`src/hdl/lmld_pkg.sv`:
```
// shared types, constants and tables of the led level meter note driver
package lmld_pkg;

  localparam int NUM_SEGMENTS     = 9;
  localparam int NUM_THRESHOLDS   = 8;
  localparam int NOTE_STORE_DEPTH = 128;
  localparam int NOTE_W           = 7;
  localparam int VEL_W            = 7;
  localparam int LEVEL_W          = 16;
  localparam int SEG_W            = 4;
  localparam int CFG_IDX_W        = 1;
  localparam int CFG_DATA_W       = 7;
  localparam int QUEUE_DEPTH      = 2;

  localparam logic [CFG_IDX_W-1:0] CFG_ROW_A_BASE = 1'b0;
  localparam logic [CFG_IDX_W-1:0] CFG_ROW_B_BASE = 1'b1;

  localparam logic [NOTE_W-1:0] ROW_A_BASE_RESET = 7'd96;
  localparam logic [NOTE_W-1:0] ROW_B_BASE_RESET = 7'd112;

  typedef struct packed {
    logic [SEG_W-1:0] lit;
  } lmld_item_t;

  typedef struct packed {
    logic       vld;
    lmld_item_t item;
  } lmld_qout_t;

  function automatic logic [LEVEL_W-1:0] level_threshold(input logic [2:0] t);
    logic [LEVEL_W-1:0] th;
    case (t)
      3'd0:    th = 16'd6554;
      3'd1:    th = 16'd19661;
      3'd2:    th = 16'd29492;
      3'd3:    th = 16'd39322;
      3'd4:    th = 16'd45876;
      3'd5:    th = 16'd52429;
      3'd6:    th = 16'd58983;
      3'd7:    th = 16'd62260;
      default: th = 16'd0;
    endcase
    return th;
  endfunction

  function automatic logic [VEL_W-1:0] segment_colour(input logic [SEG_W-1:0] seg);
    logic [VEL_W-1:0] c;
    case (seg)
      4'd0:    c = 7'd32;
      4'd1:    c = 7'd48;
      4'd2:    c = 7'd49;
      4'd3:    c = 7'd50;
      4'd4:    c = 7'd51;
      4'd5:    c = 7'd35;
      4'd6:    c = 7'd19;
      4'd7:    c = 7'd3;
      4'd8:    c = 7'd1;
      default: c = 7'd0;
    endcase
    return c;
  endfunction

  function automatic logic [SEG_W-1:0] lit_count(input logic [LEVEL_W-1:0] level);
    logic [SEG_W-1:0] n;
    n = '0;
    if (level != '0) begin
      n = SEG_W'(1);
      for (int t = 0; t < NUM_THRESHOLDS; t++) begin
        if (level >= level_threshold(3'(t))) begin
          n = n + SEG_W'(1);
        end
      end
      if (n > SEG_W'(NUM_SEGMENTS)) begin
        n = SEG_W'(NUM_SEGMENTS);
      end
    end
    return n;
  endfunction

endpackage

```
`src/hdl/level_meter_led_note_driver.sv`:
```
// top level of the led bar-graph level meter note driver
//
// in_valid / in_stall carry one peak level item (unsigned Q0.16) per handshake.
// out_valid / out_stall carry note-on updates: note number, velocity and a
// last-message flag set on the final update caused by a peak. A peak that
// changes no led gives no result item.
// cfg_we writes row A base note (index 0) or row B base note (index 1).
// Each peak is classified into a lit segment count and queued (two entries);
// the note engine reads the queue, then checks 18 notes, each with a store
// read step and then a compare and write step, then flushes the held
// update; a sweep takes longer while out_stall holds the result register.
// The single port of the velocity store sets this read-then-write order.
// A changed note is held until the next changed note or the end of the sweep,
// so no result item leaves before the next changed note is compared or the
// sweep ends. While out_stall holds a valid result the engine waits on the next
// changed note, and in_stall rises once the queue is full.
// Synchronous reset clears the queue, the engine, the store's valid bits
// (all velocities read as 0) and restores base notes 96 and 112.
module level_meter_led_note_driver (
  input  logic                            clk,
  input  logic                            rst_n,
  input  logic                            in_valid,
  output logic                            in_stall,
  input  logic [lmld_pkg::LEVEL_W-1:0]    in_peak_level,
  output logic                            out_valid,
  input  logic                            out_stall,
  output logic [lmld_pkg::NOTE_W-1:0]     out_note_number,
  output logic [lmld_pkg::VEL_W-1:0]      out_velocity,
  output logic                            out_last_message,
  input  logic                            cfg_we,
  input  logic [lmld_pkg::CFG_IDX_W-1:0]  cfg_index,
  input  logic [lmld_pkg::CFG_DATA_W-1:0] cfg_data
);

  lmld_pkg::lmld_item_t front_item;
  lmld_pkg::lmld_qout_t qout;
  logic                 q_full;
  logic                 q_pop;

  assign in_stall = q_full;

  lmld_front u_front (
    .peak_level (in_peak_level),
    .item       (front_item)
  );

  lmld_queue u_queue (
    .clk       (clk),
    .rst_n     (rst_n),
    .push      (in_valid),
    .push_item (front_item),
    .full      (q_full),
    .pop       (q_pop),
    .qout      (qout)
  );

  lmld_back u_back (
    .clk              (clk),
    .rst_n            (rst_n),
    .cfg_we           (cfg_we),
    .cfg_index        (cfg_index),
    .cfg_data         (cfg_data),
    .qout             (qout),
    .q_pop            (q_pop),
    .out_valid        (out_valid),
    .out_stall        (out_stall),
    .out_note_number  (out_note_number),
    .out_velocity     (out_velocity),
    .out_last_message (out_last_message)
  );

endmodule

```
`src/hdl/lmld_front.sv`:
```
// front end: turns a peak level into a lit segment count
module lmld_front (
  input  logic [lmld_pkg::LEVEL_W-1:0] peak_level,
  output lmld_pkg::lmld_item_t         item
);

  always_comb begin
    item.lit = lmld_pkg::lit_count(peak_level);
  end

endmodule

```
`src/hdl/lmld_queue.sv`:
```
// two-entry item queue between the front end and the note engine
module lmld_queue (
  input  logic                 clk,
  input  logic                 rst_n,
  input  logic                 push,
  input  lmld_pkg::lmld_item_t push_item,
  output logic                 full,
  input  logic                 pop,
  output lmld_pkg::lmld_qout_t qout
);

  lmld_pkg::lmld_item_t entry_r [lmld_pkg::QUEUE_DEPTH];
  logic                 wr_ptr_r, wr_ptr_nxt;
  logic                 rd_ptr_r, rd_ptr_nxt;
  logic [1:0]           cnt_r, cnt_nxt;
  logic                 do_push, do_pop;

  assign full    = (cnt_r == 2'(lmld_pkg::QUEUE_DEPTH));
  assign do_push = push && !full;
  assign do_pop  = pop && (cnt_r != 2'd0);

  assign qout.vld  = (cnt_r != 2'd0);
  assign qout.item = entry_r[rd_ptr_r];

  always_comb begin
    wr_ptr_nxt = do_push ? ~wr_ptr_r : wr_ptr_r;
    rd_ptr_nxt = do_pop ? ~rd_ptr_r : rd_ptr_r;
    cnt_nxt    = cnt_r + 2'(do_push) - 2'(do_pop);
  end

  always_ff @(posedge clk) begin
    if (!rst_n) begin
      wr_ptr_r <= 1'b0;
      rd_ptr_r <= 1'b0;
      cnt_r    <= 2'd0;
    end else begin
      wr_ptr_r <= wr_ptr_nxt;
      rd_ptr_r <= rd_ptr_nxt;
      cnt_r    <= cnt_nxt;
    end
  end

  always_ff @(posedge clk) begin
    if (do_push) begin
      entry_r[wr_ptr_r] <= push_item;
    end
  end

endmodule

```
`src/hdl/lmld_back.sv`:
```
// note engine: velocity store, per-note compare and result register
module lmld_back (
  input  logic                            clk,
  input  logic                            rst_n,
  input  logic                            cfg_we,
  input  logic [lmld_pkg::CFG_IDX_W-1:0]  cfg_index,
  input  logic [lmld_pkg::CFG_DATA_W-1:0] cfg_data,
  input  lmld_pkg::lmld_qout_t            qout,
  output logic                            q_pop,
  output logic                            out_valid,
  input  logic                            out_stall,
  output logic [lmld_pkg::NOTE_W-1:0]     out_note_number,
  output logic [lmld_pkg::VEL_W-1:0]      out_velocity,
  output logic                            out_last_message
);

  localparam logic [1:0] ST_IDLE  = 2'd0;
  localparam logic [1:0] ST_READ  = 2'd1;
  localparam logic [1:0] ST_CMP   = 2'd2;
  localparam logic [1:0] ST_FLUSH = 2'd3;

  logic [1:0]                       state_r, state_nxt;
  logic [lmld_pkg::SEG_W-1:0]       seg_r, seg_nxt;
  logic                             row_r, row_nxt;
  logic [lmld_pkg::SEG_W-1:0]       lit_r, lit_nxt;
  logic [lmld_pkg::NOTE_W-1:0]      base_a_r, base_b_r;

  logic                             pend_vld_r, pend_vld_nxt;
  logic [lmld_pkg::NOTE_W-1:0]      pend_note_r, pend_note_nxt;
  logic [lmld_pkg::VEL_W-1:0]       pend_vel_r, pend_vel_nxt;

  logic                             out_vld_r, out_vld_nxt;
  logic [lmld_pkg::NOTE_W-1:0]      out_note_r, out_note_nxt;
  logic [lmld_pkg::VEL_W-1:0]       out_vel_r, out_vel_nxt;
  logic                             out_last_r, out_last_nxt;

  logic [lmld_pkg::VEL_W-1:0]       store_mem [lmld_pkg::NOTE_STORE_DEPTH];
  logic [lmld_pkg::NOTE_STORE_DEPTH-1:0] note_vld_r;
  logic [lmld_pkg::VEL_W-1:0]       rd_data_r;

  logic [lmld_pkg::NOTE_W-1:0]      addr;
  logic [lmld_pkg::VEL_W-1:0]       want_vel;
  logic [lmld_pkg::VEL_W-1:0]       cur_vel;
  logic                             differ;
  logic                             out_free;
  logic                             out_load;
  logic                             wr_en;
  logic                             last_check;

  assign addr = (row_r ? base_b_r : base_a_r) + lmld_pkg::NOTE_W'(seg_r);
  assign want_vel = (seg_r < lit_r) ? lmld_pkg::segment_colour(seg_r) : '0;
  assign cur_vel  = note_vld_r[addr] ? rd_data_r : '0;
  assign differ   = (cur_vel != want_vel);
  assign out_free = !out_vld_r || !out_stall;
  assign last_check = row_r && (seg_r == lmld_pkg::SEG_W'(lmld_pkg::NUM_SEGMENTS - 1));
  assign q_pop = (state_r == ST_IDLE) && qout.vld;

  always_comb begin
    state_nxt     = state_r;
    seg_nxt       = seg_r;
    row_nxt       = row_r;
    lit_nxt       = lit_r;
    pend_vld_nxt  = pend_vld_r;
    pend_note_nxt = pend_note_r;
    pend_vel_nxt  = pend_vel_r;
    out_load      = 1'b0;
    out_note_nxt  = out_note_r;
    out_vel_nxt   = out_vel_r;
    out_last_nxt  = out_last_r;
    wr_en         = 1'b0;
    case (state_r)
      ST_IDLE: begin
        if (qout.vld) begin
          lit_nxt   = qout.item.lit;
          seg_nxt   = '0;
          row_nxt   = 1'b0;
          state_nxt = ST_READ;
        end
      end
      ST_READ: begin
        state_nxt = ST_CMP;
      end
      ST_CMP: begin
        if (!(differ && pend_vld_r && !out_free)) begin
          if (differ) begin
            wr_en = 1'b1;
            if (pend_vld_r) begin
              out_load     = 1'b1;
              out_note_nxt = pend_note_r;
              out_vel_nxt  = pend_vel_r;
              out_last_nxt = 1'b0;
            end
            pend_vld_nxt  = 1'b1;
            pend_note_nxt = addr;
            pend_vel_nxt  = want_vel;
          end
          if (last_check) begin
            state_nxt = ST_FLUSH;
          end else begin
            row_nxt   = ~row_r;
            seg_nxt   = row_r ? seg_r + lmld_pkg::SEG_W'(1) : seg_r;
            state_nxt = ST_READ;
          end
        end
      end
      ST_FLUSH: begin
        if (!pend_vld_r) begin
          state_nxt = ST_IDLE;
        end else if (out_free) begin
          out_load     = 1'b1;
          out_note_nxt = pend_note_r;
          out_vel_nxt  = pend_vel_r;
          out_last_nxt = 1'b1;
          pend_vld_nxt = 1'b0;
          state_nxt    = ST_IDLE;
        end
      end
      default: begin
        state_nxt = ST_IDLE;
      end
    endcase
    out_vld_nxt = out_load || (out_vld_r && out_stall);
  end

  always_ff @(posedge clk) begin
    if (!rst_n) begin
      state_r    <= ST_IDLE;
      seg_r      <= '0;
      row_r      <= 1'b0;
      lit_r      <= '0;
      pend_vld_r <= 1'b0;
      out_vld_r  <= 1'b0;
      note_vld_r <= '0;
      base_a_r   <= lmld_pkg::ROW_A_BASE_RESET;
      base_b_r   <= lmld_pkg::ROW_B_BASE_RESET;
    end else begin
      state_r    <= state_nxt;
      seg_r      <= seg_nxt;
      row_r      <= row_nxt;
      lit_r      <= lit_nxt;
      pend_vld_r <= pend_vld_nxt;
      out_vld_r  <= out_vld_nxt;
      if (wr_en) begin
        note_vld_r[addr] <= 1'b1;
      end
      if (cfg_we) begin
        case (cfg_index)
          lmld_pkg::CFG_ROW_A_BASE: base_a_r <= cfg_data;
          lmld_pkg::CFG_ROW_B_BASE: base_b_r <= cfg_data;
          default: ;
        endcase
      end
    end
  end

  always_ff @(posedge clk) begin
    pend_note_r <= pend_note_nxt;
    pend_vel_r  <= pend_vel_nxt;
    out_note_r  <= out_note_nxt;
    out_vel_r   <= out_vel_nxt;
    out_last_r  <= out_last_nxt;
  end

  // single-port velocity store
  always_ff @(posedge clk) begin
    if (wr_en) begin
      store_mem[addr] <= want_vel;
    end
    rd_data_r <= store_mem[addr];
  end

  assign out_valid        = out_vld_r;
  assign out_note_number  = out_note_r;
  assign out_velocity     = out_vel_r;
  assign out_last_message = out_last_r;

`ifndef SYNTHESIS
  a_idle_no_pending: assert property (@(posedge clk) disable iff (!rst_n)
    state_r == ST_IDLE |-> !pend_vld_r)
    else $error("message left pending in idle");

  a_write_marks_valid: assert property (@(posedge clk) disable iff (!rst_n)
    wr_en |=> note_vld_r[$past(addr)])
    else $error("written note not marked valid");

  a_load_when_free: assert property (@(posedge clk) disable iff (!rst_n)
    out_load |-> (!out_vld_r || !out_stall))
    else $error("result register overwritten");

  a_pop_only_idle: assert property (@(posedge clk) disable iff (!rst_n)
    q_pop |=> state_r == ST_READ)
    else $error("pop did not start a sweep");
`endif

endmodule
```
`config.mk`:
```
export PLATFORM = sky130hd
export DESIGN_NAME = level_meter_led_note_driver
export DESIGN_NICKNAME = d
export VERILOG_FILES = /design/src/hdl/lmld_pkg.sv /design/src/hdl/level_meter_led_note_driver.sv /design/src/hdl/lmld_front.sv /design/src/hdl/lmld_queue.sv /design/src/hdl/lmld_back.sv
export SDC_FILE = /design/constraint.sdc
export NUM_CORES = 1
export LEC_CHECK = 0
export ABC_CLOCK_PERIOD_IN_PS = 7100
export BUFFER_PORTS_ARGS = -buffer_cell sky130_fd_sc_hd__buf_2
export CELL_PAD_IN_SITES_DETAIL_PLACEMENT = 0
export CELL_PAD_IN_SITES_GLOBAL_PLACEMENT = 1
export CORE_MARGIN = 2
export CORE_UTILIZATION = 53
export DETAILED_ROUTE_END_ITERATION = 7
export MAX_ROUTING_LAYER = met4
export PLACE_DENSITY_LB_ADDON = 0.15
export SKIP_LAST_GASP = 1
export SLEW_MARGIN = 10
export SYNTH_ARGS = -nofsm -noshare
export SYNTH_HDL_FRONTEND = slang
export SYNTH_SLANG_ARGS = --single-unit
```
`constraint.sdc`:
```
create_clock -name clk -period 7.1 [get_ports clk]
set_input_delay 1.065 -clock clk [delete_from_list [all_inputs] [get_ports clk]]
set_output_delay 1.065 -clock clk [all_outputs]
set_load 0.05 [all_outputs]
```
==> Yosys cells after proc, flatten, opt, wreduce, memory -nomap -nowiden <==
Memories as Yosys holds them, arrays and structs flattened. A register that Yosys moved wholly into a read port is not among the register bits.
Index checks and enable logic that the tools add are counted.
{ "word_totals": {"register_bits": 184, "latch_bits": 0, "ram_bits": 904, "romBits": 64, "input_bits": 29, "out_inout_bits": 17, "wordCells": 178, "n_memories": 3} }
{ "classes": {"n_addsub": 11, "multipliers": 0, "div_mod_pow": 0, "order_cmp": 12, "eq_ne": 15, "n_shift": 0, "n_mux": 86, "bitwise_logic": 6, "n_reduce_logical": 29} }
{ "memory_table": {"columns": ["memory", "words", "width", "rd", "rd_clocked_by_memory_dff", "write_ports", "line_no", "text"], "rows": [
  ["u_back.store_mem", 128, 7, 1, 1, 1, "lmld_back.sv:37", "logic [lmld_pkg::VEL_W-1:0] store_mem [lmld_pkg::NOTE_STORE_DEPTH];"],
  ["(name not given)", 16, 4, 1, 1, 0, "lmld_pkg.sv:48", "case (seg)"],
  ["u_queue.entry_r", 2, 4, 1, 1, 1, "lmld_queue.sv:12", "lmld_pkg::lmld_item_t entry_r [lmld_pkg::QUEUE_DEPTH];"]
]} }
{ "ops": {"columns": ["operator", "count"], "rows": [
  ["16-bit >= comparator", 8],
  ["16-bit two-way mux", 8],
  ["128-bit bitwise OR", 1],
  ["4-bit two-way mux", 23],
  ["7-bit two-way mux", 13],
  ["4-bit by 1-bit adder with 4-bit output (second input constant)", 8],
  ["7-bit one-hot mux with 2 select lines", 2],
  ["1-bit two-way mux", 26],
  ["16-bit nonzero test", 1],
  ["2-bit two-way mux", 6],
  ["2-bit by 1-bit inequality test with 1-bit output (second input constant)", 6],
  ["3-bit AND reduction", 3],
  ["1-bit logical AND", 8],
  ["7-bit by 8-bit < comparator with 1-bit output (second input constant)", 1],
  ["1-bit one-hot mux with 2 select lines", 4],
  ["2-bit one-hot mux with 4 select lines", 1],
  ["4-bit one-hot mux with 2 select lines", 1],
  ["7-bit by 4-bit adder with 7-bit output", 1],
  ["1-bit binary-select mux with 7-bit select", 1],
  ["1-bit demux with 7-bit select", 1],
  ["7-bit by 1-bit >= comparator with 1-bit output (second input constant)", 1],
  ["7-bit inequality test", 1],
  ["2-bit equality test (second input constant)", 3],
  ["2-bit AND reduction", 3],
  ["16 further kinds", 28]
]} }

==> Logic depth before layout (Yosys ltp) <==
{ "logic_depth": {"depth_word": 29, "ltp_mapped": 23, "mapped_depth_nobuf": 23} }

==> By module <==
From an unflattened synthesis, not the netlist that was laid out.
{ "unflattened": {"cells_unflattened": 2264, "area_unflattened_um2": 29184.2} }
{ "modules_own_cells": {"columns": ["module", "n_inst", "cells_per_inst", "area_per_inst_um2", "seq_area_each_um2"], "rows": [
  ["lmld_back", 1, 2095, 27665.3, 19328.5],
  ["lmld_front", 1, 130, 996.0, 0.0],
  ["lmld_queue", 1, 39, 523.0, 340.3]
]} }

==> Least setup slack after synthesis <==
No wires, ideal clock.
{ "synth_path": {"kind": "input to register", "start": "input port in_peak_level[2] (netlist bit)", "end": "memory u_queue.entry_r[0][0] (netlist bit) (data pin)", "setup_time_ns": 0.260, "arrival_time_ns": 5.495, "required_ns": 6.840, "setup_slack_ns": 1.346, "stages": 17, "n_path_buf": 0, "cell_sequence": "o211ai_1 -> a21oi_1 -> o311a_1 -> or4_1 -> inv_1 -> fa_1 -> xnor2_1 -> ha_1 -> xnor2_1 -> mux2_2 -> ha_1 -> nand2_1 -> mux2i_1 -> or4_1 -> nor3_1 -> and4b_4 -> a22o_1"} }
{ "synth_lines": {"columns": ["item", "line_no", "text"], "rows": [
  ["from (decl)", "level_meter_led_note_driver.sv:24", "input logic [lmld_pkg::LEVEL_W-1:0] in_peak_level,"],
  ["to (decl)", "lmld_queue.sv:12", null]
]} }

==> Final worst setup path <==
{ "layout_path": {"start": "register u_back.row_r", "end": "memory u_back.store_mem[122][0] (netlist bit), enable pin"} }
{ "layout_via": {"elab_chain_len": 12, "elab_cells_between_ends": 13, "cone_classes": "add/sub (1); eq/ne (1); mux (9); reduce/logical (2)"} }
{ "layout_lines": {"columns": ["item", "line_no", "text"], "rows": [
  ["from (decl)", "lmld_back.sv:24", "logic row_r, row_nxt;"],
  ["from (signal assigned)", "lmld_back.sv:139", "row_r <= row_nxt;"],
  ["7-bit two-way mux (*)", "lmld_back.sv:50", "assign addr = (row_r ? base_b_r : base_a_r) + lmld_pkg::NOTE_W'(seg_r);"],
  ["7-bit by 4-bit adder with 7-bit output (*)", "lmld_back.sv:50", null],
  ["net u_back.addr (one bit)", "lmld_back.sv:41", "logic [lmld_pkg::NOTE_W-1:0] addr;"],
  ["1-bit binary-select mux with 7-bit select", "lmld_back.sv:52", "assign cur_vel = note_vld_r[addr] ? rd_data_r : '0;"],
  ["1-bit two-way mux (implied by the code)", "lmld_back.sv:52", null],
  ["7-bit two-way mux", "lmld_back.sv:52", null],
  ["7-bit inequality test", "lmld_back.sv:53", "assign differ = (cur_vel != want_vel);"],
  ["1-bit logical AND (2 in series)", "lmld_back.sv:84", "if (!(differ && pend_vld_r && !out_free)) begin"],
  ["1-bit two-way mux", "lmld_back.sv:84", null],
  ["1-bit two-way mux", "lmld_back.sv:71", "case (state_r)"],
  ["1-bit two-way mux", "lmld_back.sv:166", "if (wr_en) begin"],
  ["1-bit two-way mux (implied by the code)", "lmld_back.sv:167", "store_mem[addr] <= want_vel;"],
  ["to (decl)", "lmld_back.sv:37", null]
]} }
The timed path passes the listed nets; every way through them passes the cells marked *. The select of a mux whose other input is x is not followed.

==> results.py <==
metrics = {
    "setup_path": {
        "cp.arrival_ns": 6.72,
        "worstPathMaxFanout": 43,
        "critPathLaunchType": "flip-flop",
        "cp.required_ns": 7.36,
        "cp-end-kind": "flip-flop",
        "critical_path_class": "flip-flop to flip-flop",
    },
    "synth": {
        "ys_ff_latch": 710,
        "async_flop_share_pct": 0,
        "synth_most_common_cell": "edfxtp_1",
        "synth_commonest_cells": "edfxtp_1, nor2_1, nand2_1",
        "synthCells": 2005,
        "postSynthAreaPerCell_um2": 14.3,
        "synth_top_area_share_pct": 57.0,
        "netlist_area_um2": 28600,
        "synth_top_area_cell": "edfxtp_1",
        "yosys_warnings": 0,
        "synth_cell_types": 74,
        "synth_area_leaders": "edfxtp_1, dfxtp_1, mux4_2",
        "synth_seq_area_share_pct": 68.7,
        "synth-edff-count": 543,
        "synthFlopType": "edfxtp_1",
    },
    "floorplanning": {
        "dieArea_um2": 55900,
        "die_h_um": 236,
        "rows": 85,
        "die_x_um": 236,
        "coreArea_um2": 53600,
        "floorplan.initialDensity_pct": 53.4,
        "ioPinCount": 46,
    },
    "sta": {
        "hold_violations": 0,
        "drv_slew": 0,
        "slew-limit-headroom_pct": 23.9,
        "finalClockSkew_ns": 0.0436,
        "period_needed_ns": 6.46,
        "fmax_mhz": 155,
        "finalSetupViolations": 0,
        "fin_crit_sh_pct": 90.9,
        "tightest_slew_ns": 1.14,
        "setup_ws_ns": 0.644,
        "tns_ns": 0,
        "rsz0062_at_grt": "no",
    },
    "routing": {
        "antenna_left": 0,
        "wire_per_inst_um": 28.4,
        "vias": 18100,
        "drt-pass1-iter-count": 5,
        "viasPerCell": 6.42,
        "drt_iter0_drc": 1827,
        "drc": 0,
        "wirelength_mm": 80.0,
    },
    "power_and_ir_drop": {
        "p_leak_uw": 0.0107,
        "peakVddDrop_mv": 0.267,
        "seqPwrFrac_pct": 43.3,
        "intPower_uw": 7920,
        "switching_share_pct": 30.4,
        "pwr_density_cell_nw_per_um2": 354,
        "clkPwrFrac_pct": 33.8,
        "comb_power_share_pct": 22.9,
        "power_switching_uw": 3460,
    },
    "clock_network": {
        "numCtsBuffers": 72,
        "htree_levels": 3,
        "root_buffer": "clkbuf_16",
        "cts_sinks": 710,
        "ctsResizeCount": 0,
        "postCtsSetupBuffers": 0,
        "clkTransAtPathRegs_ns": 0.06,
        "hold_buffers": 0,
        "clockBufferDepth": 3,
        "clock_latency_ns": 0.62,
        "tritoncts": "done",
    },
    "grt": {
        "grt_max_degree": 102,
        "track_usage_pct": 29.9,
        "antenna_found_initial": 0,
        "grt_first_pass_wirelength_mm": 118,
        "grt_pass1_vias": 17900,
        "grt-ovfl-total": 0,
    },
    "placement": {
        "dp_slack_ns": 0.741,
        "gp_congestion": 0.892,
        "hpwl_mm": 52.2,
        "port_buffers": 42,
    },
    "finish": {
        "syn_to_final_growth_pct": 12.5,
        "antenna_cells": 0,
        "layout.nets": 2111,
        "multi_input_area_um2": 8400,
        "drive_gt1_share_pct": 15.6,
        "seqCellArea_um2": 19600,
        "fill_cells": 4189,
    },
    "run": {
        "cap_violations": 0,
    },
    "status": {
        "status": "finished, final reports clean",
    },
    "worst_hold_path": {
        "min-delay-path-class": "flip-flop to flip-flop",
    },
}
==> cell families after synthesis <==
logic type      count (synthesis)  synth area share [%]
compound gates                457                  11.8
simple gates                  510                  7.86
mux                           135                  7.66
xor+xnor                       21                 0.787
fa+ha+maj                      21                 0.971
flops                         710                  68.7
other cells                     1                0.0131
buf+inv                       150                  2.30
==> per-stage QoR <==
stage               std cells  util [%]  instance area, um^2  hold WS [ns]  total power [uW]
global placement         2682      55.5                29700         0.403              7580
finish                   2816      60.1                32200         0.418             11400
global route             2816      60.1                32200         0.430             11800
floorplan                2007         -                28600         0.400              6540
CTS                      2815      60.0                32200         0.419             11400
detailed placement       2682      55.5                29700         0.405              7600
==> layer usage <==
| layer | track usage [%] | vias up | share of wire, % |
|---|---|---|---|
| met4 | 11.3 | 0 | 3.5 |
| met5 | - | - | 0 |
| met3 | 5.58 | 170 | 8.2 |
| li1 | - | 7852 | - |
| met2 | 45.9 | 836 | 47 |
| met1 | 40.0 | 9222 | 41 |
==> final cells by class <==
cell class	count	area share (%)
multi-input cells	1147	26.1
inverters	24	0.288
well taps	696	2.71
repair buffers	106	2.37
clock inverters	29	0.987
clock buffers	104	6.51
flip-flops and latches	710	61.0
==> cell usage in the layout, fill, tap and decap left out, types with 16 or more instances in the layout <==
cell type / netlist / final
clkbuf_16: 0 / 76
a22o_1: 24 / 24
edfxtp_1: 543 / 543
o21a_1: 131 / 131
nand4_1: 25 / 25
mux2i_1: 52 / 52
a31oi_1: 26 / 26
nand3_1: 36 / 36
a221oi_1: 32 / 32
a22oi_1: 72 / 72
mux2_2: 16 / 16
nand2_1: 177 / 177
clkbuf_1: 87 / 19
ha_1: 19 / 18
buf_4: 15 / 60
inv_1: 19 / 19
dfxtp_1: 167 / 167
a21oi_1: 46 / 46
o21ai_0: 31 / 31
nor2_1: 196 / 190
buf_2: 7 / 41
mux4_2: 65 / 65
==> critical path: stages, from the launching register on <==
cell	delay, ns
dfxtp_1	0.65
mux2_2	0.42
ha_4	0.17
fa_4	1.28
mux4_2	0.42
mux4_2	0.54
mux2i_1	0.21
a32oi_1	0.15
a31oi_1	0.29
nor3_1	0.14
and4b_1	0.47
nand3_2	0.50
buf_4	0.43
nor2_1	0.39
==> worst paths after layout <==
kind                              from                       end  slack, ns  depth (start not counted)
setup / recovery          u_back.row_r  u_back.store_mem[122][0]       0.64                         13
hold / removal    u_back.pend_vel_r[0]    u_back.out_velocity[0]       0.42                          0
hold reg to reg   u_back.pend_vel_r[0]    u_back.out_velocity[0]       0.42                          0
setup reg to reg          u_back.row_r  u_back.store_mem[122][0]       0.64                         13
==> power by group through the flow <==
stage	clock, uW	combinational [uW]	sequential (uW)
6_report	3850	2610	4930
3_3_place_gp	0	2570	5020
2_1_floorplan	0	1520	5020
3_5_place_dp	0	2580	5020
5_1_grt	4060	2760	4940
4_1_cts	3890	2600	4930
==> registers in the layout, indices dropped and copies added, names as in the netlist, named ones only <==
name                     count
u_back.base_a_r              7
u_back.base_b_r              7
u_back.lit_r                 4
u_back.note_vld_r          128
u_back.out_last_message      1
u_back.out_note_number       7
u_back.out_valid             1
u_back.out_velocity          4
u_back.pend_note_r           7
u_back.pend_vel_r            4
u_back.pend_vld_r            1
u_back.rd_data_r             4
u_back.row_r                 1
u_back.seg_r                 4
u_back.state_r               2
u_back.store_mem           512
u_queue.cnt_r                2
u_queue.entry_r              8
u_queue.rd_ptr_r             1
u_queue.wr_ptr_r             1
Note: power is estimated with default switching activity, not from simulation.
